File: config.mk
export PLATFORM = sky130hd
export DESIGN_NAME = sorted_key_table
export DESIGN_NICKNAME = d
export VERILOG_FILES = /design/src/rtl/skt_pkg.sv /design/src/rtl/skt_ctrl.sv /design/src/rtl/skt_dpath.sv /design/src/rtl/sorted_key_table.sv
export VERILOG_INCLUDE_DIRS = /design/src /design/src/rtl
export SDC_FILE = /design/constraint.sdc
export NUM_CORES = 2
export LEC_CHECK = 0
export BUFFER_PORTS_ARGS = -buffer_cell sky130_fd_sc_hd__buf_2
export CORE_MARGIN = 3
export CORE_UTILIZATION = 46
export CTS_CLUSTER_SIZE = 30
export DETAILED_ROUTE_END_ITERATION = 8
export GPL_ROUTABILITY_DRIVEN = 0
export GPL_TIMING_DRIVEN = 0
export PLACE_DENSITY = 0.6
export SLEW_MARGIN = 30
export SYNTH_ARGS = -nofsm -noshare
export SYNTH_HDL_FRONTEND = slang
export SYNTH_HIERARCHICAL = 1
export SYNTH_SLANG_ARGS = --single-unit
File: constraint.sdc
create_clock -name clk -period 13.3 [get_ports clk]
set_clock_uncertainty 0.05 [all_clocks]
set_input_delay 2.66 -clock clk [delete_from_list [all_inputs] [get_ports clk]]
set_output_delay 2.66 -clock clk [all_outputs]
set_load 0.02 [all_outputs]
File: src/rtl/sorted_key_table_assert.svh
// ----------------------------------------------------------------------------
// Sorted key table assertion macros
// Concurrent assertion wrappers, compiled out when NO_ASSERTIONS is set.
// ----------------------------------------------------------------------------
`ifndef SORTED_KEY_TABLE_ASSERT_SVH
`define SORTED_KEY_TABLE_ASSERT_SVH

`ifndef NO_ASSERTIONS
// Check that prop holds at every rising edge outside reset.
`define SKT_ASSERT(lbl, clk, rst, prop, msg) \
  lbl: assert property (@(posedge clk) disable iff (rst) (prop)) else $error(msg);
// Check that expr is never true outside reset.
`define SKT_ASSERT_NEVER(lbl, clk, rst, expr, msg) \
  lbl: assert property (@(posedge clk) disable iff (rst) !(expr)) else $error(msg);
`else
`define SKT_ASSERT(lbl, clk, rst, prop, msg)
`define SKT_ASSERT_NEVER(lbl, clk, rst, expr, msg)
`endif

`endif

File: src/rtl/skt_pkg.sv
// ----------------------------------------------------------------------------
// Sorted key table package
// Shared codes, field widths and controller/datapath interface types.
// ----------------------------------------------------------------------------
`default_nettype none

package skt_pkg;

  localparam int DEPTH_DEF       = 64;
  localparam int KEY_WIDTH_DEF   = 32;
  localparam int VALUE_WIDTH_DEF = 32;

  // Stream field widths
  localparam int OP_W    = 2;
  localparam int KEY_W   = 32;
  localparam int VALUE_W = 32;
  localparam int POS_W   = 6;
  localparam int STS_W   = 2;
  localparam int TOTAL_W = 7;

  localparam int IN_TDATA_W  = 72;
  localparam int OUT_TDATA_W = 48;

  typedef enum logic [OP_W-1:0] {
    OP_FIND   = 2'd0,
    OP_INSERT = 2'd1,
    OP_DELETE = 2'd2
  } op_t;

  typedef enum logic [STS_W-1:0] {
    STS_DONE = 2'd0,
    STS_FULL = 2'd1,
    STS_DUP  = 2'd2,
    STS_MISS = 2'd3
  } status_t;

  typedef enum logic [3:0] {
    S_IDLE,
    S_SRCH_RD,
    S_SRCH_CMP,
    S_PROBE_RD,
    S_PROBE_CMP,
    S_DECIDE,
    S_UP_RD,
    S_UP_WR,
    S_DN_RD,
    S_DN_WR,
    S_FINISH
  } state_t;

  // Memory read address source
  typedef enum logic [1:0] {
    RD_MID,
    RD_LO,
    RD_BELOW,
    RD_ABOVE
  } rd_src_t;

  // Memory write source
  typedef enum logic [1:0] {
    WR_NONE,
    WR_UP,
    WR_DOWN,
    WR_NEW
  } wr_src_t;

  typedef struct packed {
    logic    take_req;
    logic    rd_en;
    rd_src_t rd_src;
    wr_src_t wr_src;
    logic    step;
    logic    probe;
    logic    cur_ld_ins;
    logic    cur_ld_del;
    logic    cnt_inc;
    logic    cnt_dec;
    logic    set_status;
    status_t status;
    logic    load_out;
  } cmd_t;

  typedef struct packed {
    logic            search_done;
    logic            probe_ok;
    logic            full;
    logic            hit;
    logic [OP_W-1:0] op;
    logic            up_done;
    logic            dn_done;
    logic            out_free;
  } sts_t;

endpackage

`default_nettype wire

File: src/rtl/skt_ctrl.sv
// ----------------------------------------------------------------------------
// Sorted key table controller
// Sequences search, probe, entry moves and result hand-off.
// ----------------------------------------------------------------------------
`default_nettype none

module skt_ctrl (
  input  wire logic          clk,
  input  wire logic          rst,
  input  wire logic          req_valid,
  output logic               req_ready,
  input  wire skt_pkg::sts_t sts,
  output skt_pkg::cmd_t      cmd
);

  import skt_pkg::*;

  state_t state;
  state_t state_next;

  always_ff @(posedge clk) begin
    if (rst) begin
      state <= S_IDLE;
    end else begin
      state <= state_next;
    end
  end

  always_comb begin
    state_next     = state;
    req_ready      = 1'b0;
    cmd            = '0;
    cmd.rd_src     = RD_MID;
    cmd.wr_src     = WR_NONE;
    cmd.status     = STS_DONE;

    unique case (state)
      S_IDLE: begin
        req_ready = 1'b1;
        if (req_valid) begin
          cmd.take_req = 1'b1;
          state_next   = S_SRCH_RD;
        end
      end
      S_SRCH_RD: begin
        if (sts.search_done) begin
          state_next = S_PROBE_RD;
        end else begin
          cmd.rd_en  = 1'b1;
          cmd.rd_src = RD_MID;
          state_next = S_SRCH_CMP;
        end
      end
      S_SRCH_CMP: begin
        cmd.step   = 1'b1;
        state_next = S_SRCH_RD;
      end
      S_PROBE_RD: begin
        if (sts.probe_ok) begin
          cmd.rd_en  = 1'b1;
          cmd.rd_src = RD_LO;
          state_next = S_PROBE_CMP;
        end else begin
          state_next = S_DECIDE;
        end
      end
      S_PROBE_CMP: begin
        cmd.probe  = 1'b1;
        state_next = S_DECIDE;
      end
      S_DECIDE: begin
        cmd.set_status = 1'b1;
        state_next     = S_FINISH;
        unique case (op_t'(sts.op))
          OP_INSERT: begin
            if (sts.full) begin
              cmd.status = STS_FULL;
            end else if (sts.hit) begin
              cmd.status = STS_DUP;
            end else begin
              cmd.status     = STS_DONE;
              cmd.cur_ld_ins = 1'b1;
              state_next     = S_UP_RD;
            end
          end
          OP_DELETE: begin
            if (sts.hit) begin
              cmd.status     = STS_DONE;
              cmd.cur_ld_del = 1'b1;
              state_next     = S_DN_RD;
            end else begin
              cmd.status = STS_MISS;
            end
          end
          default: begin
            cmd.status = sts.hit ? STS_DONE : STS_MISS;
          end
        endcase
      end
      S_UP_RD: begin
        if (sts.up_done) begin
          cmd.wr_src  = WR_NEW;
          cmd.cnt_inc = 1'b1;
          state_next  = S_FINISH;
        end else begin
          cmd.rd_en  = 1'b1;
          cmd.rd_src = RD_BELOW;
          state_next = S_UP_WR;
        end
      end
      S_UP_WR: begin
        cmd.wr_src = WR_UP;
        state_next = S_UP_RD;
      end
      S_DN_RD: begin
        if (sts.dn_done) begin
          cmd.cnt_dec = 1'b1;
          state_next  = S_FINISH;
        end else begin
          cmd.rd_en  = 1'b1;
          cmd.rd_src = RD_ABOVE;
          state_next = S_DN_WR;
        end
      end
      S_DN_WR: begin
        cmd.wr_src = WR_DOWN;
        state_next = S_DN_RD;
      end
      S_FINISH: begin
        if (sts.out_free) begin
          cmd.load_out = 1'b1;
          state_next   = S_IDLE;
        end
      end
      default: begin
        state_next = S_IDLE;
      end
    endcase
  end

endmodule

`default_nettype wire

File: src/rtl/skt_dpath.sv
// ----------------------------------------------------------------------------
// Sorted key table datapath
// Entry memory, search bounds, move cursor, entry count and result register.
// ----------------------------------------------------------------------------
`default_nettype none
`include "sorted_key_table_assert.svh"

module skt_dpath #(
  parameter int DEPTH       = skt_pkg::DEPTH_DEF,
  parameter int KEY_WIDTH   = skt_pkg::KEY_WIDTH_DEF,
  parameter int VALUE_WIDTH = skt_pkg::VALUE_WIDTH_DEF
) (
  input  wire logic                          clk,
  input  wire logic                          rst,
  input  wire skt_pkg::cmd_t                 cmd,
  output skt_pkg::sts_t                      sts,
  input  wire logic [skt_pkg::OP_W-1:0]      in_op,
  input  wire logic [skt_pkg::KEY_W-1:0]     in_key,
  input  wire logic [skt_pkg::VALUE_W-1:0]   in_value,
  output logic                               out_valid,
  input  wire logic                          out_ready,
  output logic                               found,
  output logic [skt_pkg::VALUE_W-1:0]        value_out,
  output logic [skt_pkg::POS_W-1:0]          position,
  output logic [skt_pkg::STS_W-1:0]          status,
  output logic [skt_pkg::TOTAL_W-1:0]        entry_total
);

  import skt_pkg::*;

  localparam int AW    = $clog2(DEPTH);
  localparam int CNT_W = $clog2(DEPTH + 1);
  localparam int EW    = KEY_WIDTH + VALUE_WIDTH;

  logic [EW-1:0]          mem [DEPTH];
  logic [EW-1:0]          rd_data;
  logic [CNT_W-1:0]       count;
  logic [CNT_W-1:0]       lo;
  logic [CNT_W-1:0]       hi;
  logic [CNT_W-1:0]       cur;
  logic [OP_W-1:0]        req_op;
  logic [KEY_WIDTH-1:0]   req_key;
  logic [VALUE_WIDTH-1:0] req_val;
  logic                   hit;
  logic [VALUE_WIDTH-1:0] hit_val;
  status_t                res_status;

  logic [CNT_W:0]                   mid_sum;
  logic [CNT_W-1:0]                 mid;
  logic [CNT_W-1:0]                 cur_dec;
  logic [CNT_W-1:0]                 cur_inc;
  logic [KEY_WIDTH-1:0]             rd_key;
  logic [VALUE_WIDTH-1:0]           rd_val;
  logic [AW-1:0]                    rd_addr;
  logic [AW-1:0]                    wr_addr;
  logic [EW-1:0]                    wr_data;
  logic                             wr_en;
  logic [KEY_WIDTH+KEY_W-1:0]       key_ext;
  logic [VALUE_WIDTH+VALUE_W-1:0]   val_ext;
  logic [VALUE_W+VALUE_WIDTH-1:0]   hit_val_ext;
  logic [POS_W+CNT_W-1:0]           pos_ext;
  logic [TOTAL_W+CNT_W-1:0]         total_ext;

  // Fit the stream fields to the stored widths
  assign key_ext = {{KEY_WIDTH{1'b0}}, in_key};
  assign val_ext = {{VALUE_WIDTH{1'b0}}, in_value};

  assign mid_sum = {1'b0, lo} + {1'b0, hi};
  assign mid     = mid_sum[CNT_W:1];
  assign cur_dec = cur - CNT_W'(1);
  assign cur_inc = cur + CNT_W'(1);
  assign rd_key  = rd_data[KEY_WIDTH-1:0];
  assign rd_val  = rd_data[EW-1:KEY_WIDTH];

  always_comb begin
    case (cmd.rd_src)
      RD_MID:   rd_addr = mid[AW-1:0];
      RD_LO:    rd_addr = lo[AW-1:0];
      RD_BELOW: rd_addr = cur_dec[AW-1:0];
      RD_ABOVE: rd_addr = cur_inc[AW-1:0];
      default:  rd_addr = mid[AW-1:0];
    endcase
  end

  always_comb begin
    wr_en   = 1'b1;
    wr_addr = cur[AW-1:0];
    wr_data = rd_data;
    case (cmd.wr_src)
      WR_NONE: wr_en = 1'b0;
      WR_NEW: begin
        wr_addr = lo[AW-1:0];
        wr_data = {req_val, req_key};
      end
      default: begin
        wr_addr = cur[AW-1:0];
      end
    endcase
  end

  always_ff @(posedge clk) begin
    if (wr_en) begin
      mem[wr_addr] <= wr_data;
    end
    if (cmd.rd_en) begin
      rd_data <= mem[rd_addr];
    end
  end

  // Request, search bounds, probe result and move cursor
  always_ff @(posedge clk) begin
    if (cmd.take_req) begin
      req_op  <= in_op;
      req_key <= key_ext[KEY_WIDTH-1:0];
      req_val <= val_ext[VALUE_WIDTH-1:0];
      lo      <= '0;
      hi      <= count;
      hit     <= 1'b0;
      hit_val <= '0;
    end else if (cmd.step) begin
      if (rd_key < req_key) begin
        lo <= mid + CNT_W'(1);
      end else begin
        hi <= mid;
      end
    end else if (cmd.probe) begin
      hit     <= (rd_key == req_key);
      hit_val <= rd_val;
    end
    if (cmd.cur_ld_ins) begin
      cur <= count;
    end else if (cmd.cur_ld_del) begin
      cur <= lo;
    end else if (cmd.wr_src == WR_UP) begin
      cur <= cur_dec;
    end else if (cmd.wr_src == WR_DOWN) begin
      cur <= cur_inc;
    end
    if (cmd.set_status) begin
      res_status <= cmd.status;
    end
  end

  always_ff @(posedge clk) begin
    if (rst) begin
      count <= '0;
    end else if (cmd.cnt_inc) begin
      count <= count + CNT_W'(1);
    end else if (cmd.cnt_dec) begin
      count <= count - CNT_W'(1);
    end
  end

  // Result register
  assign hit_val_ext = {{VALUE_W{1'b0}}, hit_val};
  assign pos_ext     = {{POS_W{1'b0}}, lo};
  assign total_ext   = {{TOTAL_W{1'b0}}, count};

  always_ff @(posedge clk) begin
    if (rst) begin
      out_valid <= 1'b0;
    end else if (cmd.load_out) begin
      out_valid <= 1'b1;
    end else if (out_ready) begin
      out_valid <= 1'b0;
    end
  end

  always_ff @(posedge clk) begin
    if (cmd.load_out) begin
      found       <= hit;
      value_out   <= hit ? hit_val_ext[VALUE_W-1:0] : '0;
      position    <= hit ? pos_ext[POS_W-1:0] : '0;
      status      <= res_status;
      entry_total <= total_ext[TOTAL_W-1:0];
    end
  end

  always_comb begin
    sts             = '0;
    sts.search_done = (lo == hi);
    sts.probe_ok    = (lo < count);
    sts.full        = (count == CNT_W'(DEPTH));
    sts.hit         = hit;
    sts.op          = req_op;
    sts.up_done     = (cur == lo);
    sts.dn_done     = (cur_inc == count);
    sts.out_free    = !out_valid || out_ready;
  end

  `SKT_ASSERT(a_count_range, clk, rst, count <= CNT_W'(DEPTH), "entry count beyond depth")
  `SKT_ASSERT(a_bounds, clk, rst, cmd.step |-> (lo < hi && hi <= count), "search bounds broken")
  `SKT_ASSERT(a_inc_room, clk, rst, cmd.cnt_inc |-> count < CNT_W'(DEPTH), "insert into full table")
  `SKT_ASSERT(a_dec_nonempty, clk, rst, cmd.cnt_dec |-> (count != '0 && hit), "delete without hit")
  `SKT_ASSERT(a_load_sets_valid, clk, rst, cmd.load_out |=> out_valid, "result not presented")

endmodule

`default_nettype wire

File: src/rtl/sorted_key_table.sv
// A find runs a read and a compare per binary-search step, then the search end, the probe
// read and compare, the decision and the result load. An accepted insert then moves each
// entry up with a read and a write before writing the new entry; a delete hit likewise
// moves each entry above it down. Requests are handled one at a time: the next is taken
// only from the idle state after the result load, so a held result stalls the next request.
// Reset (synchronous, active high) empties the table and the result register; no memory clear.
// ----------------------------------------------------------------------------
// Sorted key table
// Key/value table in ascending key order with find, insert and delete.
// ----------------------------------------------------------------------------
`default_nettype none

module sorted_key_table #(
  parameter int DEPTH       = skt_pkg::DEPTH_DEF,
  parameter int KEY_WIDTH   = skt_pkg::KEY_WIDTH_DEF,
  parameter int VALUE_WIDTH = skt_pkg::VALUE_WIDTH_DEF
) (
  input  wire logic                                clk,
  input  wire logic                                rst,
  // Request stream
  input  wire logic                                s_axis_tvalid,
  output logic                                     s_axis_tready,
  // [1:0] operation, [33:2] key, [65:34] value_in, [71:66] zero
  input  wire logic [skt_pkg::IN_TDATA_W-1:0]      s_axis_tdata,
  // Result stream
  output logic                                     m_axis_tvalid,
  input  wire logic                                m_axis_tready,
  // [0] found, [32:1] value_out, [38:33] position, [40:39] status,
  // [47:41] entry_total
  output logic [skt_pkg::OUT_TDATA_W-1:0]          m_axis_tdata
);

  import skt_pkg::*;

  cmd_t cmd;
  sts_t sts;

  logic [OP_W-1:0]    in_op;
  logic [KEY_W-1:0]   in_key;
  logic [VALUE_W-1:0] in_value;

  logic               found;
  logic [VALUE_W-1:0] value_out;
  logic [POS_W-1:0]   position;
  logic [STS_W-1:0]   status;
  logic [TOTAL_W-1:0] entry_total;

  // Unpack the request transaction
  assign in_op    = s_axis_tdata[OP_W-1:0];
  assign in_key   = s_axis_tdata[OP_W+KEY_W-1:OP_W];
  assign in_value = s_axis_tdata[OP_W+KEY_W+VALUE_W-1:OP_W+KEY_W];

  // Sequencer: one request from acceptance to result hand-off
  skt_ctrl u_ctrl (
    .clk       (clk),
    .rst       (rst),
    .req_valid (s_axis_tvalid),
    .req_ready (s_axis_tready),
    .sts       (sts),
    .cmd       (cmd)
  );

  // Entry store, search bounds and result register
  skt_dpath #(
    .DEPTH       (DEPTH),
    .KEY_WIDTH   (KEY_WIDTH),
    .VALUE_WIDTH (VALUE_WIDTH)
  ) u_dpath (
    .clk         (clk),
    .rst         (rst),
    .cmd         (cmd),
    .sts         (sts),
    .in_op       (in_op),
    .in_key      (in_key),
    .in_value    (in_value),
    .out_valid   (m_axis_tvalid),
    .out_ready   (m_axis_tready),
    .found       (found),
    .value_out   (value_out),
    .position    (position),
    .status      (status),
    .entry_total (entry_total)
  );

  // Pack the result transaction, first field lowest
  assign m_axis_tdata = {entry_total, status, position, value_out, found};

endmodule

`default_nettype wire

Yosys cells after proc, flatten, opt, wreduce, memory -nomap -nowiden
Memory sizes are Yosys's and may differ from the RTL's. A register that Yosys moved wholly into a read port is not among the register bits.
Index checks and enable logic that the tools add are counted.
{"block": "word_totals", "reg_bits": 182, "latch_bits": 0, "ram_bits": 4096, "rom_bits": 0, "input_bits": 76, "output_inout_bits": 50, "memories": 1}
{"name": "u_dpath.mem", "words": 64, "width": 64, "rd": 1, "rd_ports_with_merged_regs": 1, "write_ports": 1, "line": "skt_dpath.sv:35", "rtl": "logic [EW-1:0] mem [DEPTH];"}
{"block": "classes", "add_sub_neg": 6, "multipliers": 0, "div_mod_pow": 0, "magnitude_cmp": 2, "eq_ne": 26, "n_shift": 0, "muxes": 55, "bitwise": 1, "n_reduce_logical": 13}
{"operator": "two-way mux 64 bit", "count": 1}
{"operator": "two-way mux 7 bit", "count": 9}
{"operator": "case mux 4 bit (11 select lines)", "count": 1}
{"operator": "equality test 32 bit", "count": 1}
{"operator": "< comparator 32 bit", "count": 1}
{"operator": "case mux 6 bit (4 select lines)", "count": 1}
{"operator": "adder 7 x 1 -> 7 bit, second input constant", "count": 3}
{"operator": "equality test 7 bit", "count": 3}
{"operator": "two-way mux 1 bit", "count": 21}
{"operator": "two-way mux 4 bit", "count": 5}
{"operator": "equality test 4 x 3 -> 1 bit, second input constant", "count": 4}
{"operator": "two-way mux 2 bit", "count": 8}
{"operator": "two-way mux 3 bit", "count": 5}
{"operator": "subtractor 7 x 1 -> 7 bit, second input constant", "count": 2}
{"operator": "equality test 4 bit, second input constant", "count": 3}
{"operator": "case mux 3 bit (4 select lines)", "count": 1}
{"operator": "equality test 2 bit, second input constant", "count": 5}
{"operator": "adder 7 x 7 -> 8 bit", "count": 1}
{"operator": "equality test 4 x 2 -> 1 bit, second input constant", "count": 2}
{"operator": "case mux 4 bit (2 select lines)", "count": 1}
{"operator": "AND reduction 2 bit", "count": 4}
{"operator": "equality test 7 bit, second input constant", "count": 1}
{"operator": "< comparator 7 bit", "count": 1}
{"operator": "equality test 2 x 1 -> 1 bit, second input constant", "count": 3}
{"operator": "11 further kinds", "count": 16}

Logic depth before layout (Yosys ltp)
{"block": "logic_depth", "ltp_word": 8, "mapped_depth": 25}

Modules after synthesis
The synthesis kept the hierarchy.
{"mod": "skt_dpath", "n_inst": 1, "cells_per_inst": 9070, "area_each_um2": 170407.2, "seq_area_each_um2": 129784.5}
{"mod": "skt_ctrl", "n_inst": 1, "cells_per_inst": 78, "area_each_um2": 554.3, "seq_area_each_um2": 80.1}
{"mod": "sorted_key_table", "n_inst": 1, "cells_per_inst": 1, "area_each_um2": 7.5, "seq_area_each_um2": 0.0}

Least setup slack after synthesis
No wires, ideal clock.
{"block": "synth_timing", "path_type": "in2reg", "from": "input m_axis_tready", "to": "register u_dpath/entry_total[0] (netlist name), enable pin", "setup_ns": 0.515, "arrival_time_ns": 6.200, "t_required_ns": 12.735, "slack_ns": 6.535, "path_stages": 3, "cell_sequence": "nand2b_1 > inv_1 > nor3_1"}
{"item": "from (decl)", "line": "sorted_key_table.sv:27", "rtl": "input wire logic m_axis_tready,"}
{"item": "to (signal assigned)", "line": "skt_dpath.sv:175", "rtl": "entry_total <= total_ext[TOTAL_W-1:0];"}
{"item": "to (decl)", "line": "skt_dpath.sv:26", "rtl": "output logic [skt_pkg::TOTAL_W-1:0] entry_total"}

==> impl_metrics.csv <==
group,metric,value,unit
run_status,run_status,"complete, no violations",
power,power_density,271,nW/um^2
layout,finalNonFillerCells,15300,
critical_path,cp_max_fo,11,
critical_path,worstPathRequired,13.95,ns
critical_path,reg2reg_setup_slack,5.12,ns
floorplanning,io_pins,126,
layout,design_area,200000,sq um
cts,postCtsSetupRepairBufs,0,
yosys,synth-seq-cells,4342,
cts,holdBufCountCts,0,
floorplanning,start_util,46.3,%
flow_run,drv_cap,0,
min_path,min_to,"u_dpath/status[0]$_DFFE_PP_",
yosys,synth_fp_nets,9287,
yosys,synth_commonest_cells,"4290 x edfxtp_1, 1270 x nand2_1, 626 x mux4_2, 529 x mux2i_1, 256 x clkbuf_1",
layout,layout-drive-gt1-share,22.4,%
critical_path,cp_data_arrival_time,8.84,ns
sta,max-slew-margin-rel,27.1,%
sta,hold_viol,0,
placement,dp_hpwl,351,mm
cts,cts.repair.resized,0,
power,p_total,0.0541,W
yosys,synth_edf_count,4290,
yosys,ys_seq_area_share,76.0,%
yosys,synthArstFlopShare,0,%
critical_path,criticalPathCategory,"flip-flop to flip-flop",
sta,setup-violations-final,0,
detailed_routing,ant_nets,0,
detailed_routing,met2_length,220,mm
global_routing,grt_pass1_vias,91100,
global_routing,overflow,0,
detailed_routing,wl,498,mm
min_path,hp-class,"flip-flop to flip-flop",
power,seq_power_share,32.4,%
floorplanning,die_x,616,microns
floorplanning,fp.coreArea,369000,sq um
yosys,synthesis.area,171000,sq um
yosys,synth_cell_types,85,
placement,dp_cells,14500,
detailed_routing,detail_route.vias_per_cell,6.10,
detailed_routing,dr.pass1.iters,6,
yosys,synth_ff_type,"edfxtp_1",
global_routing,grt_pass1_wl,697,mm
power,pwr-share-clk,22.0,%
floorplanning,die_area,379000,sq um
power,intPower,0.0327,W
detailed_routing,wl_met1,204,mm
detailed_routing,wl_met3,49.1,mm
layout,final_nets,10100,
yosys,synth.area.top_cells,"edfxtp_1 75%, mux4_2 8.2%, mux2i_1 3.1%",
yosys,synth_cells,9149,
critical_path,cp-end-kind,"flip-flop",
placement,place_area,186000,sq um
cts,clock_path_buffers,4,
floorplanning,row_count,223,
floorplanning,die_h,616,microns
critical_path,r2r_end,"u_dpath/rd_data[59]$_DFFE_PP_",
sta,timing.fmax,0.122,GHz
min_path,hold_depth,0,
power,power.leakage,66.1,nW
layout,post-route-util,54.2,%
critical_path,reg2reg_depth,19,
placement,portBuffers,119,
layout,syn2layout_area_growth,17.0,%
yosys,yosysMostFrequentCell,"edfxtp_1",
global_routing,grt_usage,25.9,%
critical_path,r2r_start,"u_dpath/cur[3]$_DFFE_PP_",
sta,hold_ws,0.379,ns
detailed_routing,highest_layer,"met5",
power,p_sw_share,39.7,%
layout,fillers,28400,
cts,cts_tree,"done",
sta,slew_viol_final,0,
cts,root_buffer,"clkbuf_16",
sta,fin_crit,8.18,ns
detailed_routing,drt_iter0_markers,13700,
global_routing,antenna_found_initial,31,
cts,clkSlewWorstSetupHoldPaths,0.06,ns
power,vdd_drop_max,240,uV
yosys,synth_area_leader_cell,"edfxtp_1",
yosys,yosysWarningCount,6,
cts,numCtsBuffers,431,
detailed_routing,wl_per_cell,32.4,microns
power,power_frac_comb,45.7,%
cts,clock_sinks,4342,
cts,htreeDepth,5,
sta,period_share,61.5,%
min_path,worstHoldStart,"u_dpath/res_status[0]$_DFFE_PP_",
sta,rsz0062_at_grt,"false",
power,power_switching,0.0215,W
global_routing,grt_max_degree,65,
yosys,avgSynthCellArea,18.7,sq um
cts,clkLatencyLatePin,0.97,ns
detailed_routing,drc,0,
yosys,synth_top_area_share,75.3,%
sta,max_slew.worst_pin.slew,1.09,ns
critical_path,critPathLaunchType,"flip-flop",
detailed_routing,vias,93600,
## power by group through the flow
| stage | clock network, W | logic, W | registers [W] |
|---|---|---|---|
| final | 0.0119 | 0.0247 | 0.0175 |
| after global routing | 0.0126 | 0.0258 | 0.0175 |
| after CTS | 0.0121 | 0.0245 | 0.0175 |
| after detailed placement | 0 | 0.0245 | 0.0178 |
| after global placement | 0 | 0.0237 | 0.0179 |
| after floorplan | 0 | 0.0145 | 0.0177 |
## worst max-delay path: stages, from the launching register on
cell,delay (ns)
edfxtp_1,0.52
clkbuf_1,0.52
nand3_1,0.22
xnor2_1,0.29
o21ai_0,0.12
a22oi_1,0.20
nor2_1,0.13
or3_1,0.38
a21oi_2,0.29
buf_2,0.34
mux2i_4,0.29
xnor2_2,0.21
mux2i_4,0.36
buf_8,0.23
buf_2,0.76
buf_4,0.39
buf_2,0.83
clkbuf_1,0.77
a211oi_1,0.37
nor4_2,0.55
## through the flow
step                      setup WS (ns)  setup TNS, ns
after floorplan                    6.53              0
after global placement           -0.195         -17.88
after detailed placement           5.44              0
after CTS                          5.42              0
after global routing               5.07              0
final                              5.12              0
## cells by family after synthesis
family,share of synthesized area (%)
AO/OA/AOI/OAI,3.17
multiplexers,12.8
flip-flops,76.0
AND/OR/NAND/NOR,5.63
buffers and inverters,1.75
XOR/XNOR,0.209
adder cells (fa/ha/maj),0.463
## cell usage in the layout (no fill, tap or decap), types with 29 or more instances in the layout
cell       netlist  layout
clkbuf_2         1      29
nand3b_1        67      67
nor2_1         117      52
a21oi_1         72      72
nand2_1       1270    1268
nand3_1        146     142
and2_1         105     104
diode_2          0      33
buf_2          205     322
mux4_2         626     626
a221o_1         63      63
buf_16           0     254
clkinv_1         0     113
bufinv_16        0      38
inv_1           56      56
clkinv_2         0      87
edfxtp_1      4290    4290
clkbuf_16        0     441
nor2_4           0      64
a211oi_1        79      79
nor4_2          63      63
ha_1            60      60
mux2_2         196     134
buf_4           51      67
o31ai_1         67      67
mux2_4           1      63
o22ai_1         66      66
and3_1         194     194
mux2i_1        529     529
buf_12           7      33
dfxtp_1         52      51
a311oi_1       254     251
clkbuf_1       256     300
## area by class of cell
cell class	instances	area (sq um)	area share [%]
Antenna cell	33	82.6	0.0413
Tap cell	4950	6190	3.10
Buffer	548	2810	1.41
Multi-Input combinational cell	4202	38900	19.5
Clock buffer	520	11400	5.70
Clock inverter	263	2280	1.14
Timing Repair Buffer	419	8300	4.15
Inverter	57	214	0.107
Sequential cell	4342	130000	64.9
## flip-flops by register name, indices dropped and copies added, names as in the netlist
register,flops
u_dpath/req_op,2
u_dpath/count,7
u_dpath/hit_val,32
u_dpath/lo,7
u_dpath/hi,7
u_dpath/hit,1
u_dpath/res_status,2
u_dpath/found,1
u_dpath/req_key,32
u_dpath/position,6
u_dpath/status,2
u_dpath/rd_data,64
u_ctrl/state,4
u_dpath/out_valid,1
u_dpath/cur,7
u_dpath/value_out,32
u_dpath/req_val,32
u_dpath/mem,4096
u_dpath/entry_total,7
## worst max path at each step
| stage | startpoint | endpoint | slack, ns |
|---|---|---|---|
| 3_5_place_dp | u_dpath/cur[3]$_DFFE_PP_ | u_dpath/rd_data[20]$_DFFE_PP_ | 5.44 |
| 2_1_floorplan | m_axis_tready | u_dpath/entry_total[0]$_DFFE_PP_ | 6.53 |
| 3_3_place_gp | u_dpath/lo[1]$_SDFFE_PP0P_ | u_dpath/mem[1][27]$_DFFE_PP_ | -0.19 |
| 6_report | u_dpath/cur[3]$_DFFE_PP_ | u_dpath/rd_data[59]$_DFFE_PP_ | 5.12 |
| 5_1_grt | u_dpath/cur[3]$_DFFE_PP_ | u_dpath/rd_data[59]$_DFFE_PP_ | 5.07 |
| 4_1_cts | u_dpath/cur[3]$_DFFE_PP_ | u_dpath/rd_data[59]$_DFFE_PP_ | 5.42 |
## metal layers
metal | up-vias | global-route usage, %
li1 | 38500 | -
met1 | 49100 | 37.7
met2 | 5019 | 38.2
met3 | 928 | 4.87
met4 | 10 | 11.3
met5 | - | 0
Note: power is estimated with default switching activity, not from simulation.
